[src/rtl/lr_pkg.sv]
`default_nettype none
package lr_pkg;

    localparam int COORD_BITS  = 12;
    localparam int ERR_BITS    = COORD_BITS + 2;
    localparam int COLOUR_BITS = 24;

    typedef enum logic [0:0] {
        OP_LOAD = 1'b0,
        OP_STEP = 1'b1
    } opcode_t;

    typedef struct packed {
        opcode_t                  opcode;
        logic [COORD_BITS-1:0]    first_x;
        logic [COORD_BITS-1:0]    first_y;
        logic [COORD_BITS-1:0]    second_x;
        logic [COORD_BITS-1:0]    second_y;
        logic [COLOUR_BITS-1:0]   line_colour;
    } in_beat_t;

    typedef struct packed {
        logic [COORD_BITS-1:0]    pixel_x;
        logic [COORD_BITS-1:0]    pixel_y;
        logic [COLOUR_BITS-1:0]   pixel_colour;
        logic                     last_pixel;
    } out_beat_t;

    typedef struct packed {
        logic [COORD_BITS-1:0]    cursor_x;
        logic [COORD_BITS-1:0]    cursor_y;
        logic signed [ERR_BITS-1:0] error_term;
        logic [COORD_BITS-1:0]    pixels_left;
        logic [COORD_BITS-1:0]    major_delta;
        logic [COORD_BITS-1:0]    minor_delta;
        logic                     x_is_major;
        logic                     x_goes_down;
        logic [COLOUR_BITS-1:0]   held_colour;
    } line_state_t;

endpackage
`default_nettype wire

[src/rtl/lr_setup.sv]
`default_nettype none
module lr_setup
    import lr_pkg::*;
(
    input  wire in_beat_t    beat,
    output line_state_t      state
);

    logic [COORD_BITS-1:0] sx;
    logic [COORD_BITS-1:0] sy;
    logic [COORD_BITS-1:0] ex;
    logic [COORD_BITS-1:0] ey;
    logic [COORD_BITS-1:0] dy;
    logic [COORD_BITS-1:0] adx;
    logic                  down;
    logic                  xmaj;

    always_comb begin
        if (beat.first_y < beat.second_y) begin
            sx = beat.first_x;
            sy = beat.first_y;
            ex = beat.second_x;
            ey = beat.second_y;
        end else begin
            sx = beat.second_x;
            sy = beat.second_y;
            ex = beat.first_x;
            ey = beat.first_y;
        end
        dy   = ey - sy;
        down = ex < sx;
        adx  = down ? (sx - ex) : (ex - sx);
        xmaj = adx > dy;

        state.cursor_x    = sx;
        state.cursor_y    = sy;
        state.error_term  = '0;
        state.major_delta = xmaj ? adx : dy;
        state.minor_delta = xmaj ? dy : adx;
        state.pixels_left = xmaj ? adx : dy;
        state.x_is_major  = xmaj;
        state.x_goes_down = down;
        state.held_colour = beat.line_colour;
    end

endmodule
`default_nettype wire

[src/rtl/lr_step.sv]
`default_nettype none
module lr_step
    import lr_pkg::*;
(
    input  wire line_state_t cur,
    output line_state_t      nxt,
    output out_beat_t        pixel
);

    logic signed [ERR_BITS-1:0] err_sum;
    logic signed [ERR_BITS:0]   err_dbl;
    logic signed [ERR_BITS:0]   major_ext;
    logic                       minor_step;
    logic [COORD_BITS-1:0]      x_moved;

    always_comb begin
        err_sum    = cur.error_term + $signed({2'b00, cur.minor_delta});
        err_dbl    = {err_sum, 1'b0};
        major_ext  = $signed({3'b000, cur.major_delta});
        minor_step = err_dbl >= major_ext;
        x_moved    = cur.x_goes_down ? (cur.cursor_x - 1'b1) : (cur.cursor_x + 1'b1);

        nxt = cur;
        if (cur.x_is_major) begin
            nxt.cursor_x = x_moved;
            if (minor_step) begin
                nxt.cursor_y = cur.cursor_y + 1'b1;
            end
        end else begin
            nxt.cursor_y = cur.cursor_y + 1'b1;
            if (minor_step) begin
                nxt.cursor_x = x_moved;
            end
        end
        nxt.error_term  = minor_step ? (err_sum - $signed({2'b00, cur.major_delta}))
                                     : err_sum;
        nxt.pixels_left = cur.pixels_left - 1'b1;

        pixel.pixel_x      = cur.cursor_x;
        pixel.pixel_y      = cur.cursor_y;
        pixel.pixel_colour = cur.held_colour;
        pixel.last_pixel   = cur.pixels_left == {{(COORD_BITS-1){1'b0}}, 1'b1};
    end

endmodule
`default_nettype wire

[src/rtl/line_rasterizer.sv]
`default_nettype none
// Bresenham line stepper. A load beat (opcode OP_LOAD) takes two endpoints and a
// colour and gives no pixel; each step beat (OP_STEP) gives the next pixel of the
// line, starting at the endpoint with the smaller y (the second one on a tie), with
// last_pixel set on the final one. A line of max(|dx|,dy) pixels never draws its far
// endpoint; steps past the end give nothing, and a load drops any unfinished line.
// One beat is taken per clock while s_ready is high: the line state register and the
// pixel output register are updated as a beat is taken, so a pixel appears in the cycle
// after its step beat, and a beat is taken whenever the output register is empty or draining.
module line_rasterizer
    import lr_pkg::*;
(
    input  wire       aclk,
    input  wire       aresetn,
    input  wire       s_valid,
    output logic      s_ready,
    input  wire in_beat_t s_data,
    output logic      m_valid,
    input  wire       m_ready,
    output out_beat_t m_data
);

    line_state_t state_reg;
    line_state_t state_next;
    line_state_t load_state;
    line_state_t step_state;
    out_beat_t   step_pixel;
    out_beat_t   out_reg;
    logic        out_valid_reg;
    logic        out_valid_next;
    logic        in_fire;
    logic        have_pixel;

    lr_setup u_setup (
        .beat  (s_data),
        .state (load_state)
    );

    lr_step u_step (
        .cur   (state_reg),
        .nxt   (step_state),
        .pixel (step_pixel)
    );

    assign s_ready    = !out_valid_reg || m_ready;
    assign in_fire    = s_valid && s_ready;
    assign have_pixel = state_reg.pixels_left != '0;
    assign m_valid    = out_valid_reg;
    assign m_data     = out_reg;

    always_comb begin
        state_next     = state_reg;
        out_valid_next = out_valid_reg && !m_ready;
        if (in_fire) begin
            case (s_data.opcode)
                OP_LOAD: begin
                    state_next = load_state;
                end
                OP_STEP: begin
                    if (have_pixel) begin
                        state_next     = step_state;
                        out_valid_next = 1'b1;
                    end
                end
                default: begin
                    state_next = state_reg;
                end
            endcase
        end
    end

    always_ff @(posedge aclk) begin
        if (!aresetn) begin
            state_reg     <= '0;
            out_valid_reg <= 1'b0;
        end else begin
            state_reg     <= state_next;
            out_valid_reg <= out_valid_next;
        end
    end

    always_ff @(posedge aclk) begin
        if (in_fire && s_data.opcode == OP_STEP && have_pixel) begin
            out_reg <= step_pixel;
        end
    end

`ifndef ASSERT_OFF
    a_rise_needs_step: assert property (@(posedge aclk) disable iff (!aresetn)
        $rose(m_valid) |-> $past(in_fire && s_data.opcode == OP_STEP && have_pixel))
        else $error("pixel appeared without a step beat");

    a_load_clears_error: assert property (@(posedge aclk) disable iff (!aresetn)
        (in_fire && s_data.opcode == OP_LOAD) |=> state_reg.error_term == '0)
        else $error("error term not cleared by load");

    a_last_ends_line: assert property (@(posedge aclk) disable iff (!aresetn)
        (in_fire && s_data.opcode == OP_STEP && step_pixel.last_pixel)
        |=> state_reg.pixels_left == '0 && m_data.last_pixel)
        else $error("line did not end after last pixel");

    a_idle_step_holds: assert property (@(posedge aclk) disable iff (!aresetn)
        (in_fire && s_data.opcode == OP_STEP && !have_pixel) |=> $stable(state_reg))
        else $error("state moved on a step past the end");
`endif

endmodule
`default_nettype wire

[config.mk]
export PLATFORM = sky130hd
export DESIGN_NAME = line_rasterizer
export DESIGN_NICKNAME = d
export VERILOG_FILES = /design/src/rtl/lr_pkg.sv /design/src/rtl/lr_setup.sv /design/src/rtl/lr_step.sv /design/src/rtl/line_rasterizer.sv
export SDC_FILE = /design/constraint.sdc
export NUM_CORES = 1
export LEC_CHECK = 0
export ABC_CLOCK_PERIOD_IN_PS = 18850
export BUFFER_PORTS_ARGS = -buffer_cell sky130_fd_sc_hd__buf_2
export CAP_MARGIN = 15
export CORE_AREA = 2 2 143 145
export DETAILED_ROUTE_END_ITERATION = 10
export DIE_AREA = 0 0 145 147
export PLACE_DENSITY_LB_ADDON = 0.25
export SLEW_MARGIN = 40
export SYNTH_ARGS = -nofsm -noshare
export SYNTH_HDL_FRONTEND = slang
export SYNTH_SLANG_ARGS = --single-unit
[constraint.sdc]
create_clock -name aclk -period 18.85 [get_ports aclk]
set_input_delay 0.9425 -clock aclk [delete_from_list [all_inputs] [get_ports aclk]]
set_output_delay 0.9425 -clock aclk [all_outputs]
set_load 0.02 [all_outputs]
Yosys cells after proc, flatten, opt, wreduce, memory -nomap -nowiden. Index checks and enable logic that the tools add are counted.

$add $sub $neg: 9. $lt $le $gt $ge: 4. Equality and inequality tests: 4. Mux-type cells: 17. Bitwise gates (word level): 1. Reduce and logical (&&, ||, !) cells: 12.

Operators with widths (count): case mux 100 bit (2 select lines) (1); 2-to-1 mux 12 bit (10); 2-to-1 mux 100 bit (1); subtractor 12 bit (3); adder 12 x 1 -> 12 bit (second input constant) (2); < comparator 12 bit (2); 2-to-1 mux 24 bit (1); subtractor 12 x 1 -> 12 bit (second input constant) (2); greater-or-equal comparator 15 x 13 -> 1 bit (1); adder 14 x 13 -> 14 bit (1); 2-to-1 mux 14 bit (1); subtractor 14 x 13 -> 14 bit (1); equality test 12 x 1 -> 1 bit (second input constant) (1); greater-than comparator 12 bit (1); nonzero test 12 bit (1); AND reduction 3 bit (2); logical AND 1 bit (4); AND reduction 2 bit (2); 2-to-1 mux 1 bit (3); inequality test 3 x 1 -> 1 bit (second input constant) (1); inequality test 3 x 2 -> 1 bit (second input constant) (1); logical NOT 1 bit (2); inequality test 2 x 1 -> 1 bit (second input constant) (1); logical OR 1 bit (1); NOT 1 bit (1).

Register bits: 150. Input port bits: 77. Output and inout port bits: 51. Logic and storage cells: 61.

Depth between registers and ports, before layout.
Depth after elaboration: 7. Mapped depth: 34. Gate-level depth less buffers: 26.

Modules after synthesis. From an unflattened synthesis, not the netlist that was laid out.

Cells, all modules: 1580. Area total of the unflattened synthesis: 13551.7 µm².

By module, submodules not included: line_rasterizer (times used 1, cells each 517, area an instance 6382.4 µm²); lr_setup (times used 1, cells each 596, area an instance 3782.4 µm²); lr_step (times used 1, cells each 467, area an instance 3387.0 µm²).

Worst setup path after synthesis. Ideal clock, no wire load.

Kind: input -> register. Start point: in s_data[31] (netlist name). End point: reg state_reg[37] (netlist name). Library setup time: 0.122 ns. Arrival time: 6.739 ns. Required time: 18.728 ns. Setup slack: 11.989 ns. Stages: 29. Buffers on the path: 7. Path through: inv_1 -> ha_1 -> a21oi_1 -> o21ai_0 -> nor2b_1 -> nor3_2 -> buf_2 -> buf_2 -> buf_1 -> clkbuf_1 -> nand2_1 -> nor2_1 -> a21oi_1 -> ha_1 -> o31ai_2 -> a211oi_1 -> or2_1 -> buf_6 -> and4_1 -> nor4_2 -> ha_1 -> nand4_1 -> or2_2 -> o21ai_0 -> o22a_1 -> clkbuf_1 -> clkbuf_1 -> nor2_1 -> a221o_1.

Cells in the longest elaborated chain, start to end: 7. Elaborated cells between the ends (all ways): 13.

Ends and longest elaborated chain: from (decl) (line line_rasterizer.sv:17) `input wire in_beat_t s_data,`; < comparator 12 bit (line lr_setup.sv:19) `if (beat.first_y < beat.second_y) begin`; 2-to-1 mux 12 bit (line lr_setup.sv:19); subtractor 12 bit / < comparator 12 bit (equally long branches) (line lr_setup.sv:32, lr_setup.sv:31); 2-to-1 mux 12 bit (line lr_setup.sv:32) `adx = down ? (sx - ex) : (ex - sx);`; greater-than comparator 12 bit (line lr_setup.sv:33) `xmaj = adx > dy;`; 2-to-1 mux 12 bit (*) (line lr_setup.sv:39) `state.minor_delta = xmaj ? dy : adx;`; case mux 100 bit (2 select lines) (*) (line line_rasterizer.sv:55) `case (s_data.opcode)`; to (signal assigned) (line line_rasterizer.sv:77) `state_reg <= state_next;`; to (decl) (line line_rasterizer.sv:23) `line_state_t state_reg;`.

Mark *: on every way between the ends. The rest lies on a longest branch, timed or not. A chain may end at the register's enable or synchronous reset.

Worst setup path in the final report.
Start point: in s_data[31] (netlist name). End point: reg state_reg[43] (netlist name).

Cells in the longest elaborated chain, start to end: 7. Elaborated cells between the ends (all ways): 13.

Ends and longest elaborated chain: < comparator 12 bit (line lr_setup.sv:19); 2-to-1 mux 12 bit (line lr_setup.sv:19); subtractor 12 bit / < comparator 12 bit (equally long branches) (line lr_setup.sv:32, lr_setup.sv:31); 2-to-1 mux 12 bit (line lr_setup.sv:32); greater-than comparator 12 bit (line lr_setup.sv:33); 2-to-1 mux 12 bit (*) (line lr_setup.sv:38) `state.major_delta = xmaj ? adx : dy;`; case mux 100 bit (2 select lines) (*) (line line_rasterizer.sv:55).

Marks and branches as above.

==> results.toml <==
[critical_path]
setup.worst_path.start = "s_data[31]"
path_delay_family = "simple AND/OR/NAND/NOR gates"
worst_path_max_delay_cell = "o22a_1"
cp_max_fo = 50
crit_path_buf_inv_count = 3
criticalPathCategory = "in2reg"
worstSetupEndpointType = "register"
cp.required_ns = 19.24
worst_ep_arrival_time_ns = 7.11
critical_path.reg2reg.startpoint = "state_reg[26]"
cp_slowest_stage_delay_ns = 0.54
rr_worst_depth = 22
r2r-end = "state_reg[86]"
worst_setup_path_start_kind = "primary input"
cpMostUsedCell = "ha_1"
ff2ff_setup_slack_ns = 13.67

[logic_synthesis]
yosys.cell_types.count = 81
synthXorXnorAreaFrac = 0.04107
syn-num-nets = 1447
post_synth_inst_count = 1292
synth_compound_gate_area_share = 0.2350
yosys_register_bits = 150
synth-adder-area-share = 0.1177
synthesis.area_sq_mm = 0.01063
synth_seq_area_share = 0.3285
synth_top_flop_cell = "dfxtp_1"
post_synth_mux_area_share = 0.03895
number_of_flops_mapped_to_enable_cells_by_yosys = 49
largest_family_of_logic_cells_by_synthesized_area = "compound AO/OA/AOI/OAI gates"
yosys_warnings = 0
avgSynthCellArea_sq_um = 8.230
async_reset_ff_frac = 0
area_share_of_and_or_nand_nor_cells_after_synthesis = 0.1877

[cts]
cts_sink_count = 150
post_cts_resize_count = 0
cts_buffers = 17
tritoncts = "done"
h_tree_depth_reported_by_cts = 4
worst_setup_hold_path_clk_slew_ns = 0.07
clk_root_buffer_cell = "clkbuf_16"
cts_post_setup_buffers_inserted = 0
post_cts_hold_buffer_count = 0
clockBufferDepth = 2
clock_insertion_delay_worst_skew_ns = 0.44

[floorplanning]
fp.dieH_um = 147
core_area_sq_mm = 0.01984
placement_rows = 52
die-area_sq_mm = 0.02132
io_pins = 128
initial_utilization = 0.5358
die_w_um = 145

[global_route]
grt_pass1_wl_mm = 45.33
grt_antenna_before_repair = 0
grt_use_total = 0.2615
first_global_vias = 9153
grt_max_degree = 58
grt.overflow.total = 0

[hold_path]
worstHoldPathCells = 0
holdCritStartpoint = "state_reg[22]"
min_delay_worst_endpoint = "m_data[23]"
min-delay-path-class = "reg2reg"

[final_layout]
largest_register_ffs = 100
final_net_count = 1549
flow.area_growth_from_synthesis_pct = 13.04
drive_gt1_frac = 0.1414
diodes = 0

[routing]
wl_per_cell_um = 16.69
initialDrtViolationCount = 743
drtAntennaViolNets = 0
first_pass_iters = 7
route.vias.total = 9750
drc = 0
wl_mm = 27.99
route.detailed.vias_per_inst = 5.814

[timing]
rsz0062_at_grt = "no"
setup_total_negative_slack_ns = 0
maxClockFrequency_mhz = 148.7
worst_tran_pin_value_ns = 0.7692
finalHoldViolations = 0
finalCritPeriodShare = 0.3567
maxSlewHeadroom = 0.4848
setup-violations-final = 0
fin_worst_skew_ns = 0.008001
report.final.slew_viol_count = 0
layout_min_cycle_time_ns = 6.723

[power_and_ir_drop]
post-layout-total-power_mw = 1.663
ir_drop_uv = 82.90
power.density_mw_per_mm2 = 138.3
power_leakage_nw = 5.158

[placement]
place.detailed.hpwl_mm = 20.66
gp_congestion = 0.9725
placement.io_buffers = 127

[job]
max_cap_viol_count = 0

[outcome]
outcome = "completed"
==> area by class of cell <==
class / instances / area (sq um)
Clock buffer: 18 / 439.2
Clock inverter: 14 / 137.6
Fill cell: 1734 / 7825
Inverter: 77 / 290.3
Multi-Input combinational cell: 1012 / 6618
Sequential cell: 150 / 3493
Tap cell: 270 / 337.8
Timing Repair Buffer: 136 / 703.2
==> routing by layer <==
metal | track usage | wire length (um) | vias up
met5 | 0 | 0 | -
met2 | 0.4379 | 12910 | 365
met3 | 0.05280 | 1956 | 60
met1 | 0.3327 | 12310 | 4455
met4 | 0.1050 | 812 | 0
li1 | - | - | 4870
==> report_power, final <==
part / switching (mW) / internal [mW]
sequential: 0.0475 / 0.403
clock: 0.145 / 0.189
combinational: 0.526 / 0.352
total: 0.719 / 0.944
==> how the worst max path moves through the flow <==
stage / end / slack [ns] / depth (start not counted)
after global placement: state_reg[43] / 11.86 / 25
after CTS: state_reg[43] / 12.20 / 25
after floorplan: state_reg[37] / 11.99 / 29
after global routing: state_reg[55] / 11.61 / 25
after detailed placement: state_reg[43] / 11.77 / 25
final: state_reg[43] / 12.13 / 25
==> per-stage QoR <==
stage	setup slack (ns)	hold slack, ns	instance area (sq um)	instances	util
2_1_floorplan	11.99	0.4081	10630	1292	-
3_3_place_gp	11.86	0.4088	11430	1645	0.5759
3_5_place_dp	11.77	0.4122	11440	1645	0.5766
4_1_cts	12.20	0.4301	12020	1677	0.6057
5_1_grt	11.61	0.4319	12020	1677	0.6057
6_report	12.13	0.4303	12020	1677	0.6057
==> worst register-to-register path, delay by kind of cell, from the launching register on <==
| kind | cells | cell delay, ns |
|---|---|---|
| buffers and inverters | 1 | 0.26 |
| and+or+nand+nor | 4 | 0.40 |
| xor gates and xnor gates | 1 | 0.13 |
| AOI/OAI and AO/OA | 13 | 3.02 |
| DFF | 1 | 0.32 |
| adders and majority gates | 3 | 0.95 |
==> cells by family (layout without fill, tap and decap cells) <==
family | count (synthesis) | count (layout)
buffers and inverters | 130 | 245
adders and majority gates | 103 | 103
AOI/OAI and AO/OA | 387 | 387
DFF | 150 | 150
xor gates and xnor gates | 49 | 49
muxes | 41 | 41
and+or+nand+nor | 432 | 432
==> Yosys cell counts (20+ instances only) <==
| master | count | area share |
|---|---|---|
| nor3_1 | 20 | 0.0094 |
| nand3_1 | 21 | 0.0099 |
| nand2_1 | 171 | 0.060 |
| a21o_1 | 24 | 0.017 |
| maj3_1 | 23 | 0.022 |
| ha_1 | 75 | 0.088 |
| mux2i_1 | 38 | 0.036 |
| nor2_1 | 108 | 0.038 |
| edfxtp_1 | 49 | 0.14 |
| o21ai_0 | 87 | 0.041 |
| nand2b_1 | 29 | 0.017 |
| xnor2_1 | 32 | 0.026 |
| nor2b_1 | 25 | 0.015 |
| dfxtp_1 | 101 | 0.19 |
| a21oi_1 | 122 | 0.057 |
| inv_1 | 77 | 0.027 |
| clkbuf_1 | 34 | 0.012 |
==> cells in the final DEF (no fill, tap or decap), types with 9 or more instances in the layout <==
cell type	instances
nand2_1	171
buf_2	127
a21oi_1	122
nor2_1	105
dfxtp_1	101
o21ai_0	87
ha_1	75
inv_1	74
edfxtp_1	49
mux2i_1	38
xnor2_1	32
nand2b_1	29
nor2b_1	25
a21o_1	24
maj3_1	23
nand3_1	21
nor3_1	20
clkbuf_16	17
xor2_1	16
a31oi_1	14
a211oi_1	12
a211o_1	12
o22ai_1	11
and3_1	9
o211ai_1	9
buf_4	9
Power figures use the tool's default switching activity.
